==> src/sv/spfc_pkg.sv <==
`timescale 1ns / 1ps
// ----------------------------------------------------------------------------
// spfc_pkg
// Shared types, frame layout constants and CRC helpers for the sample
// packet framer.
// ----------------------------------------------------------------------------
package spfc_pkg;

    // Frame layout
    localparam int FRAME_LEN = 25;
    localparam int CRC_SPAN  = 22;
    localparam int IDX_W     = 5;

    localparam logic [7:0] SYNC_A    = 8'hAA;
    localparam logic [7:0] SYNC_B    = 8'h55;
    localparam logic [7:0] TAIL_BYTE = 8'h00;

    localparam logic [15:0] CRC_INIT = 16'hFFFF;
    localparam logic [15:0] CRC_POLY = 16'h1021;

    localparam logic [IDX_W-1:0] POS_FIRST  = IDX_W'(0);
    localparam logic [IDX_W-1:0] POS_CRC_LO = IDX_W'(CRC_SPAN);
    localparam logic [IDX_W-1:0] POS_CRC_HI = IDX_W'(CRC_SPAN + 1);
    localparam logic [IDX_W-1:0] POS_TAIL   = IDX_W'(FRAME_LEN - 1);

    typedef logic [7:0] t_byte;

    typedef struct packed {
        logic [63:0] timestamp_us;
        logic [15:0] sensor_word_0;
        logic [15:0] sensor_word_1;
        logic [15:0] sensor_word_2;
        logic [15:0] sensor_word_3;
        logic [15:0] sensor_word_4;
        logic [15:0] sensor_word_5;
    } t_sample;

    // Advance CRC-16/CCITT by one byte, MSB first
    function automatic logic [15:0] crc_byte(input logic [15:0] crc, input t_byte data);
        logic [15:0] acc;
        acc = crc ^ {data, 8'h00};
        for (int b = 0; b < 8; b++) begin
            if (acc[15]) begin
                acc = {acc[14:0], 1'b0} ^ CRC_POLY;
            end else begin
                acc = {acc[14:0], 1'b0};
            end
        end
        return acc;
    endfunction

    // Pick one of the bytes covered by the CRC
    function automatic t_byte data_byte(input t_sample s, input logic [IDX_W-1:0] idx);
        t_byte bytes [CRC_SPAN];
        t_byte res;
        bytes[0]  = SYNC_A;
        bytes[1]  = SYNC_B;
        for (int i = 0; i < 8; i++) begin
            bytes[2 + i] = s.timestamp_us[8*i +: 8];
        end
        bytes[10] = s.sensor_word_0[15:8];
        bytes[11] = s.sensor_word_0[7:0];
        bytes[12] = s.sensor_word_1[15:8];
        bytes[13] = s.sensor_word_1[7:0];
        bytes[14] = s.sensor_word_2[15:8];
        bytes[15] = s.sensor_word_2[7:0];
        bytes[16] = s.sensor_word_3[15:8];
        bytes[17] = s.sensor_word_3[7:0];
        bytes[18] = s.sensor_word_4[15:8];
        bytes[19] = s.sensor_word_4[7:0];
        bytes[20] = s.sensor_word_5[15:8];
        bytes[21] = s.sensor_word_5[7:0];
        if (idx < POS_CRC_LO) begin
            res = bytes[idx];
        end else begin
            res = TAIL_BYTE;
        end
        return res;
    endfunction

endpackage

==> src/sv/spfc_if.sv <==
`timescale 1ns / 1ps
// ----------------------------------------------------------------------------
// spfc_if
// Valid/ready channels of the framer: the sample channel and the byte
// channel.
// ----------------------------------------------------------------------------
interface spfc_sample_if;
    logic        valid;
    logic        ready;
    logic [63:0] timestamp_us;
    logic [15:0] sensor_word_0;
    logic [15:0] sensor_word_1;
    logic [15:0] sensor_word_2;
    logic [15:0] sensor_word_3;
    logic [15:0] sensor_word_4;
    logic [15:0] sensor_word_5;

    modport source (
        output valid, timestamp_us, sensor_word_0, sensor_word_1, sensor_word_2,
               sensor_word_3, sensor_word_4, sensor_word_5,
        input  ready
    );
    modport sink (
        input  valid, timestamp_us, sensor_word_0, sensor_word_1, sensor_word_2,
               sensor_word_3, sensor_word_4, sensor_word_5,
        output ready
    );
endinterface

interface spfc_byte_if;
    logic       valid;
    logic       ready;
    logic [7:0] out_byte;
    logic       last_byte;

    modport source (output valid, out_byte, last_byte, input ready);
    modport sink   (input valid, out_byte, last_byte, output ready);
endinterface

==> src/sv/spfc_queue.sv <==
`timescale 1ns / 1ps
// ----------------------------------------------------------------------------
// spfc_queue
// Front end: accepts sample words and holds them in a short queue until
// the serializer takes them.
// ----------------------------------------------------------------------------
module spfc_queue #(
    parameter int DEPTH = 2
) (
    input  logic          i_clk,
    input  logic          i_rst_n,
    spfc_sample_if.sink   i_sample,
    spfc_sample_if.source o_sample
);
    import spfc_pkg::*;

    localparam int PTR_W = (DEPTH > 1) ? $clog2(DEPTH) : 1;
    localparam int CNT_W = $clog2(DEPTH + 1);

    t_sample            r_mem [DEPTH];
    logic [PTR_W-1:0]   r_wr_ptr;
    logic [PTR_W-1:0]   r_rd_ptr;
    logic [CNT_W-1:0]   r_count;
    logic               w_push;
    logic               w_pop;
    t_sample            w_in;
    t_sample            w_out;

    // Pack the incoming word
    always_comb begin
        w_in.timestamp_us  = i_sample.timestamp_us;
        w_in.sensor_word_0 = i_sample.sensor_word_0;
        w_in.sensor_word_1 = i_sample.sensor_word_1;
        w_in.sensor_word_2 = i_sample.sensor_word_2;
        w_in.sensor_word_3 = i_sample.sensor_word_3;
        w_in.sensor_word_4 = i_sample.sensor_word_4;
        w_in.sensor_word_5 = i_sample.sensor_word_5;
    end

    assign i_sample.ready = (r_count != CNT_W'(DEPTH));
    assign o_sample.valid = (r_count != '0);
    assign w_push = i_sample.valid && i_sample.ready;
    assign w_pop  = o_sample.valid && o_sample.ready;

    // Present the oldest word
    assign w_out = r_mem[r_rd_ptr];
    assign o_sample.timestamp_us  = w_out.timestamp_us;
    assign o_sample.sensor_word_0 = w_out.sensor_word_0;
    assign o_sample.sensor_word_1 = w_out.sensor_word_1;
    assign o_sample.sensor_word_2 = w_out.sensor_word_2;
    assign o_sample.sensor_word_3 = w_out.sensor_word_3;
    assign o_sample.sensor_word_4 = w_out.sensor_word_4;
    assign o_sample.sensor_word_5 = w_out.sensor_word_5;

    // Store payload
    always_ff @(posedge i_clk) begin
        if (w_push) begin
            r_mem[r_wr_ptr] <= w_in;
        end
    end

    // Advance pointers and occupancy
    always_ff @(posedge i_clk) begin
        if (!i_rst_n) begin
            r_wr_ptr <= '0;
            r_rd_ptr <= '0;
            r_count  <= '0;
        end else begin
            if (w_push) begin
                r_wr_ptr <= (r_wr_ptr == PTR_W'(DEPTH - 1)) ? '0 : r_wr_ptr + 1'b1;
            end
            if (w_pop) begin
                r_rd_ptr <= (r_rd_ptr == PTR_W'(DEPTH - 1)) ? '0 : r_rd_ptr + 1'b1;
            end
            if (w_push && !w_pop) begin
                r_count <= r_count + 1'b1;
            end else if (w_pop && !w_push) begin
                r_count <= r_count - 1'b1;
            end
        end
    end

endmodule

==> src/sv/spfc_serializer.sv <==
`timescale 1ns / 1ps
// ----------------------------------------------------------------------------
// spfc_serializer
// Back end: walks one sample through the 25 frame positions, folds each
// data byte into the running CRC and drives the registered byte output.
// ----------------------------------------------------------------------------
module spfc_serializer (
    input  logic        i_clk,
    input  logic        i_rst_n,
    spfc_sample_if.sink i_sample,
    spfc_byte_if.source o_frame
);
    import spfc_pkg::*;

    t_sample            r_sample;
    logic               r_busy;
    logic [IDX_W-1:0]   r_idx;
    logic [15:0]        r_crc;
    logic               r_out_valid;
    t_byte              r_out_byte;
    logic               r_out_last;

    logic               w_advance;
    logic               w_emit;
    logic               w_load;
    t_byte              w_byte;
    t_sample            w_in;

    always_comb begin
        w_in.timestamp_us  = i_sample.timestamp_us;
        w_in.sensor_word_0 = i_sample.sensor_word_0;
        w_in.sensor_word_1 = i_sample.sensor_word_1;
        w_in.sensor_word_2 = i_sample.sensor_word_2;
        w_in.sensor_word_3 = i_sample.sensor_word_3;
        w_in.sensor_word_4 = i_sample.sensor_word_4;
        w_in.sensor_word_5 = i_sample.sensor_word_5;
    end

    // Output register is free when empty or being drained
    assign w_advance = !r_out_valid || o_frame.ready;
    assign w_emit    = w_advance && r_busy;
    // Take the next sample when idle or on the tail byte of the current one
    assign i_sample.ready = w_advance && (!r_busy || (r_idx == POS_TAIL));
    assign w_load    = i_sample.valid && i_sample.ready;

    // Select the byte for the current position
    always_comb begin
        if (r_idx < POS_CRC_LO) begin
            w_byte = data_byte(r_sample, r_idx);
        end else if (r_idx == POS_CRC_LO) begin
            w_byte = r_crc[7:0];
        end else if (r_idx == POS_CRC_HI) begin
            w_byte = r_crc[15:8];
        end else begin
            w_byte = TAIL_BYTE;
        end
    end

    // Payload registers
    always_ff @(posedge i_clk) begin
        if (w_load) begin
            r_sample <= w_in;
        end
        if (w_load) begin
            r_crc <= CRC_INIT;
        end else if (w_emit && (r_idx < POS_CRC_LO)) begin
            r_crc <= crc_byte(r_crc, w_byte);
        end
        if (w_emit) begin
            r_out_byte <= w_byte;
            r_out_last <= (r_idx == POS_TAIL);
        end
    end

    // Sequencer and output valid
    always_ff @(posedge i_clk) begin
        if (!i_rst_n) begin
            r_busy      <= 1'b0;
            r_idx       <= POS_FIRST;
            r_out_valid <= 1'b0;
        end else begin
            if (w_load) begin
                r_busy <= 1'b1;
                r_idx  <= POS_FIRST;
            end else if (w_emit) begin
                if (r_idx == POS_TAIL) begin
                    r_busy <= 1'b0;
                    r_idx  <= POS_FIRST;
                end else begin
                    r_idx <= r_idx + 1'b1;
                end
            end
            if (w_advance) begin
                r_out_valid <= r_busy;
            end
        end
    end

    assign o_frame.valid     = r_out_valid;
    assign o_frame.out_byte  = r_out_byte;
    assign o_frame.last_byte = r_out_last;

endmodule

==> src/sv/sample_packet_framer_crc16_core.sv <==
`timescale 1ns / 1ps
// ----------------------------------------------------------------------------
// sample_packet_framer_crc16_core
// Frames one sensor sample into a 25-byte packet with a CRC-16/CCITT-FALSE.
// ----------------------------------------------------------------------------
// Usage:
//   i_sample takes one word per valid/ready handshake: a 64-bit timestamp and
//   six 16-bit sensor words. o_frame returns 25 bytes per sample: sync bytes
//   AA 55, the timestamp LSB first, the sensor words high byte first, the CRC
//   over the first 22 bytes low byte first, and a trailing zero flagged with
//   last_byte.
//   A sample accepted into an empty block passes through the queue and the
//   serializer's sample register before its first byte is registered on o_frame.
//   Throughput: one byte per cycle while o_frame does not stall; the
//   serializer loads the next sample on the tail byte, so frames can go out back to back.
//   A queue of QUEUE_DEPTH samples sits in front of the serializer, so
//   samples are taken while a frame is still going out.
//   When o_frame stalls, the held byte stays put and the serializer and then
//   the queue fill; i_sample.ready drops once the queue is full.
//   Reset empties the queue and drops any frame in flight.
// ----------------------------------------------------------------------------
module sample_packet_framer_crc16_core #(
    parameter int QUEUE_DEPTH = 2
) (
    input  logic          i_clk,
    input  logic          i_rst_n,
    spfc_sample_if.sink   i_sample,
    spfc_byte_if.source   o_frame
);

    spfc_sample_if w_queued ();

    // Accept and hold samples
    spfc_queue #(
        .DEPTH (QUEUE_DEPTH)
    ) u_queue (
        .i_clk    (i_clk),
        .i_rst_n  (i_rst_n),
        .i_sample (i_sample),
        .o_sample (w_queued.source)
    );

    // Serialize frames
    spfc_serializer u_serializer (
        .i_clk    (i_clk),
        .i_rst_n  (i_rst_n),
        .i_sample (w_queued.sink),
        .o_frame  (o_frame)
    );

endmodule

==> src/flat_wrapper.sv <==
// flat-port wrapper written by rule: the top's interface ports become plain ports
module sample_packet_framer_crc16_core_flat 
#(
    parameter int QUEUE_DEPTH = 2
)
  (i_clk, i_rst_n, i_sample_valid, i_sample_timestamp_us, i_sample_sensor_word_0, i_sample_sensor_word_1, i_sample_sensor_word_2, i_sample_sensor_word_3, i_sample_sensor_word_4, i_sample_sensor_word_5, i_sample_ready, o_frame_valid, o_frame_out_byte, o_frame_last_byte, o_frame_ready);
  spfc_sample_if i_sample_i ();
  spfc_byte_if o_frame_i ();
  input  logic i_clk;
  input  logic i_rst_n;
  input wire logic [$bits(i_sample_i.valid)-1:0] i_sample_valid;
  input wire logic [$bits(i_sample_i.timestamp_us)-1:0] i_sample_timestamp_us;
  input wire logic [$bits(i_sample_i.sensor_word_0)-1:0] i_sample_sensor_word_0;
  input wire logic [$bits(i_sample_i.sensor_word_1)-1:0] i_sample_sensor_word_1;
  input wire logic [$bits(i_sample_i.sensor_word_2)-1:0] i_sample_sensor_word_2;
  input wire logic [$bits(i_sample_i.sensor_word_3)-1:0] i_sample_sensor_word_3;
  input wire logic [$bits(i_sample_i.sensor_word_4)-1:0] i_sample_sensor_word_4;
  input wire logic [$bits(i_sample_i.sensor_word_5)-1:0] i_sample_sensor_word_5;
  output wire logic [$bits(i_sample_i.ready)-1:0] i_sample_ready;
  output wire logic [$bits(o_frame_i.valid)-1:0] o_frame_valid;
  output wire logic [$bits(o_frame_i.out_byte)-1:0] o_frame_out_byte;
  output wire logic [$bits(o_frame_i.last_byte)-1:0] o_frame_last_byte;
  input wire logic [$bits(o_frame_i.ready)-1:0] o_frame_ready;
  assign i_sample_i.valid = i_sample_valid;
  assign i_sample_i.timestamp_us = i_sample_timestamp_us;
  assign i_sample_i.sensor_word_0 = i_sample_sensor_word_0;
  assign i_sample_i.sensor_word_1 = i_sample_sensor_word_1;
  assign i_sample_i.sensor_word_2 = i_sample_sensor_word_2;
  assign i_sample_i.sensor_word_3 = i_sample_sensor_word_3;
  assign i_sample_i.sensor_word_4 = i_sample_sensor_word_4;
  assign i_sample_i.sensor_word_5 = i_sample_sensor_word_5;
  assign i_sample_ready = i_sample_i.ready;
  assign o_frame_valid = o_frame_i.valid;
  assign o_frame_out_byte = o_frame_i.out_byte;
  assign o_frame_last_byte = o_frame_i.last_byte;
  assign o_frame_i.ready = o_frame_ready;
  sample_packet_framer_crc16_core #(.QUEUE_DEPTH(QUEUE_DEPTH)) u_core (.i_clk(i_clk), .i_rst_n(i_rst_n), .i_sample(i_sample_i), .o_frame(o_frame_i));
endmodule
==> config.mk <==
export PLATFORM = sky130hd
export DESIGN_NAME = sample_packet_framer_crc16_core_flat
export DESIGN_NICKNAME = d
export VERILOG_FILES = /design/src/sv/spfc_pkg.sv /design/src/sv/spfc_if.sv /design/src/sv/spfc_queue.sv /design/src/sv/spfc_serializer.sv /design/src/sv/sample_packet_framer_crc16_core.sv /design/src/flat_wrapper.sv
export SDC_FILE = /design/constraint.sdc
export NUM_CORES = 1
export LEC_CHECK = 0
export BUFFER_PORTS_ARGS = -buffer_cell sky130_fd_sc_hd__buf_4
export CAP_MARGIN = 25
export CORE_ASPECT_RATIO = 1.5
export CORE_MARGIN = 2
export CORE_UTILIZATION = 64
export CTS_CLUSTER_DIAMETER = 100
export DETAILED_ROUTE_END_ITERATION = 8
export PLACE_DENSITY_LB_ADDON = 0.05
export SETUP_SLACK_MARGIN = 0.02
export SKIP_LAST_GASP = 1
export SLEW_MARGIN = 0
export SYNTH_ARGS = -nofsm -noshare
export SYNTH_HDL_FRONTEND = slang
export SYNTH_SLANG_ARGS = --single-unit
==> constraint.sdc <==
create_clock -name i_clk -period 19.4 [get_ports i_clk]
set_clock_uncertainty 0.05 [all_clocks]
set_input_delay 3.88 -clock i_clk [delete_from_list [all_inputs] [get_ports i_clk]]
set_output_delay 3.88 -clock i_clk [all_outputs]
set_load 0.05 [all_outputs]
==> impl_metrics.yaml <==
worst_setup_path:
  endpoint_kind: "flop"
  reg2reg_depth: 10
  cp_max_fo: 78
  critPathLaunchType: "input port"
  crit_required_ns: 19.58
  critPathArrivalTime_ns: 6.10
  worst-r2r-setup-slack_ns: 15.70
  reg2reg_from: "u_core.u_serializer.r_idx[1]"
  reg2reg_to: "u_core.u_serializer.r_crc[6]"
  critical_path_class: "input port to flop"
logic_synthesis:
  ys_ff_latch: 516
  postSynthCellCount: 1046
  synthMuxAreaShare_pct: 12.9
  synth_xor_area_share_pct: 1.35
  yosys.area_share.simple_pct: 3.36
  synthAdderAreaFrac_pct: 0.251
  syn-num-nets: 1214
  syn-mean-instance-area_sq_um: 19.0
  synth_cell_types: 73
  synth-main-ff-cell: "edfxtp_1"
  netlist_area_sq_um: 19900
  synth_enable_flop_cells: 489
  yosys_warnings: 0
  async_flop_share_pct: 0
  yosysSeqAreaShare_pct: 76.5
  synth_compound_area_share_pct: 4.04
  synth_top_family_by_area: "multiplexers"
power:
  ir_drop_mv: 0.112
  leakage_nw: 7.82
  power_mw: 3.22
  p_per_area_nw_per_um2: 140
run:
  cap_violations: 0
drt:
  route.vias.total: 9618
  wl_per_cell_um: 21.8
  finalWirelength_um: 36500
  avgViaCountPerCell: 5.74
  dr.pass1.iters: 5
  drc: 0
  drt-initial-drc-count: 688
  drtAntennaViolNets: 0
cells_and_area:
  fillers: 1892
  finalNetCount: 1405
  fin_util_pct: 74.6
  seq_area_sq_um: 15200
  layout-drive-gt1-share_pct: 35.4
  final_cells: 1676
  multiInputGateArea_sq_um: 4370
  syn_to_final_growth_pct: 15.6
clock_tree:
  hold_buffers: 0
  clk_pin_slew_ns: 0.06
  clock_path_buffers: 3
  cts_buffers: 45
  postCtsSetupBuffers: 0
  cts-resized-gates: 0
  clkSinkCount: 516
  cts_tree: "yes"
  root_buffer: "clkbuf_16"
  clk_latency_ns: 0.56
  cts_max_level: 2
timing:
  final-hold-violation-count: 0
  relSlewSlack_pct: 32.9
  rsz0062_at_grt: "false"
  finalSetupViolCount: 0
  min_period_over_period_pct: 30.5
  fmax_mhz: 169
  slew_violations: 0
  worstMarginPinSlew_ns: 1.01
  tns_ns: 0
  layout_min_cycle_time_ns: 5.92
floorplan:
  die_width_um: 148
  ioPinCount: 175
  start_util_pct: 64.5
  dieArea_sq_um: 32600
  num_rows: 79
  core_area_sq_um: 30800
  die_y_um: 220
placement:
  gp_congestion: 0.864
  port_buffers: 174
  hpwl_um: 23100
  placed_cells: 1595
global_routing:
  grt.busiest_layer: "met2"
  use_met2_pct: 39.9
  grtUsageMet3_pct: 3.40
  grtUsageTotal_pct: 22.9
  grt_pass1_vias: 9963
  grt-ovfl-total: 0
  grt_util_met1_pct: 29.0
  grt_first_pass_wirelength_um: 55500
  grt_max_degree: 79
  grt_antenna_before_repair: 1
hold_path:
  hold_depth: 1
  hold_path_class: "flop to flop"
  whs_endpoint: "u_core.u_serializer.o_frame.valid"
  hp-start: "u_core.u_serializer.r_busy"
status:
  status: "finished, final reports clean"
## cell type report
type                    instances  area share, %
diodes                          1         0.0109
multi-input cells             474           19.0
clock inverters                26          0.897
flip-flops and latches        516           66.2
well taps                     405           2.20
repair buffers                187           6.24
clock buffers                  54           5.22
inverters                      13          0.234
## metrics by stage
stage / hold slack [ns] / cell area (sq um) / setup WS (ns)
after floorplan: 0.409 / 19900 / 8.03
after global placement: 0.427 / 21600 / 12.72
after CTS: 0.465 / 23000 / 13.45
after global routing: 0.497 / 23000 / 13.34
after detailed placement: 0.449 / 21600 / 12.87
final: 0.467 / 23000 / 13.48
## per-layer routing
metal  wire [um]  vias to the layer above  part of all wire (%)
met2       19200                      264                    53
met3        1710                       68                   4.7
met5           0                        -                     0
met4        1300                        0                   3.6
li1            -                     4498                     -
met1       14200                     4788                    39
## logic make-up (layout without fill, tap and decap cells)
logic type               count (synthesis)  count (layout)
AO/OA/AOI/OAI                          102             102
XOR/XNOR                                29              29
adder cells (fa/ha/maj)                  4               4
buffers and inverters                   56             280
flip-flops                             516             516
multiplexers                           221             221
other                                    0               1
AND/OR/NAND/NOR                        118             118
## critical path: stages
cell and delay, ns:
buf_4 0.08, nand2b_1 0.11, o21ai_0 0.12, a21o_1 0.38, inv_6 0.58, buf_4 0.53, buf_16 0.32
## power breakdown
group | total [mW] | switching, mW | internal [mW]
clock network | 0.855 | 0.374 | 0.481
registers | 1.64 | 0.0918 | 1.55
logic | 0.720 | 0.418 | 0.303
## synth_stat cells, types with 3 or more instances
cell      count  area [sq um]
and4_1        3          26.3
nor2b_1       7          43.8
a21oi_1      21           105
edfxtp_1    489         14700
clkbuf_1     21          78.8
o211ai_1      9          67.6
a31oi_1       5          31.3
nand2b_1      5          31.3
mux4_2       11           248
ha_1          4          50.1
or3_1         5          31.3
inv_1        13          48.8
dfxtp_1      27           541
nand4_1       3          18.8
xnor2_1      19           166
a22oi_2       3          37.5
o21ai_0       3          15.0
a21boi_0      5          37.5
mux2_2      162          1820
a211oi_1     12          90.1
mux2i_1      47           470
a22o_1        6          52.6
buf_6        10           113
o21ai_1       6          30.0
a221o_1       3          30.0
xor2_1        8          70.1
nor2_1       17          63.8
nand3_1      10          50.1
a22oi_1       6          45.0
nand2_1      40           150
and2_1        6          37.5
buf_2         8          40.0
## cells in the final DEF, fill, tap and decap left out, drive strengths merged, types with 12 or more instances in the layout
cell type	synthesis	final
xnor2	19	19
mux4	12	12
nand2	40	40
buf	22	187
a21oi	22	22
edfxtp	489	489
dfxtp	27	27
a211oi	12	12
clkinv	0	18
nor2	17	17
mux2	162	162
mux2i	47	47
clkbuf	21	54
inv	13	14
## flip-flops by register name, summed over array words and instances (netlist names)
name                                   flops
u_core.u_serializer.o_frame.out_byte       8
u_core.u_serializer.r_crc                 16
u_core.u_queue.r_mem                     320
u_core.u_serializer.o_frame.valid          1
u_core.u_queue.r_rd_ptr                    1
u_core.u_serializer.r_idx                  5
u_core.u_serializer.r_busy                 1
u_core.u_queue.r_count                     2
u_core.u_queue.r_wr_ptr                    1
u_core.u_serializer.r_sample             160
u_core.u_serializer.o_frame.last_byte      1
## worst max path at each step
stage                        start                                 to  cells after the start
finish               o_frame_ready   u_core.u_serializer.r_sample[91]                      7
detailed placement   o_frame_ready   u_core.u_serializer.r_sample[83]                      7
floorplan           i_sample_valid         u_core.u_queue.r_mem[0][0]                      2
CTS                  o_frame_ready  u_core.u_serializer.r_sample[133]                      7
global placement     o_frame_ready   u_core.u_serializer.r_sample[83]                      6
global route         o_frame_ready   u_core.u_serializer.r_sample[89]                      7
(Power assumes the default switching activity.)
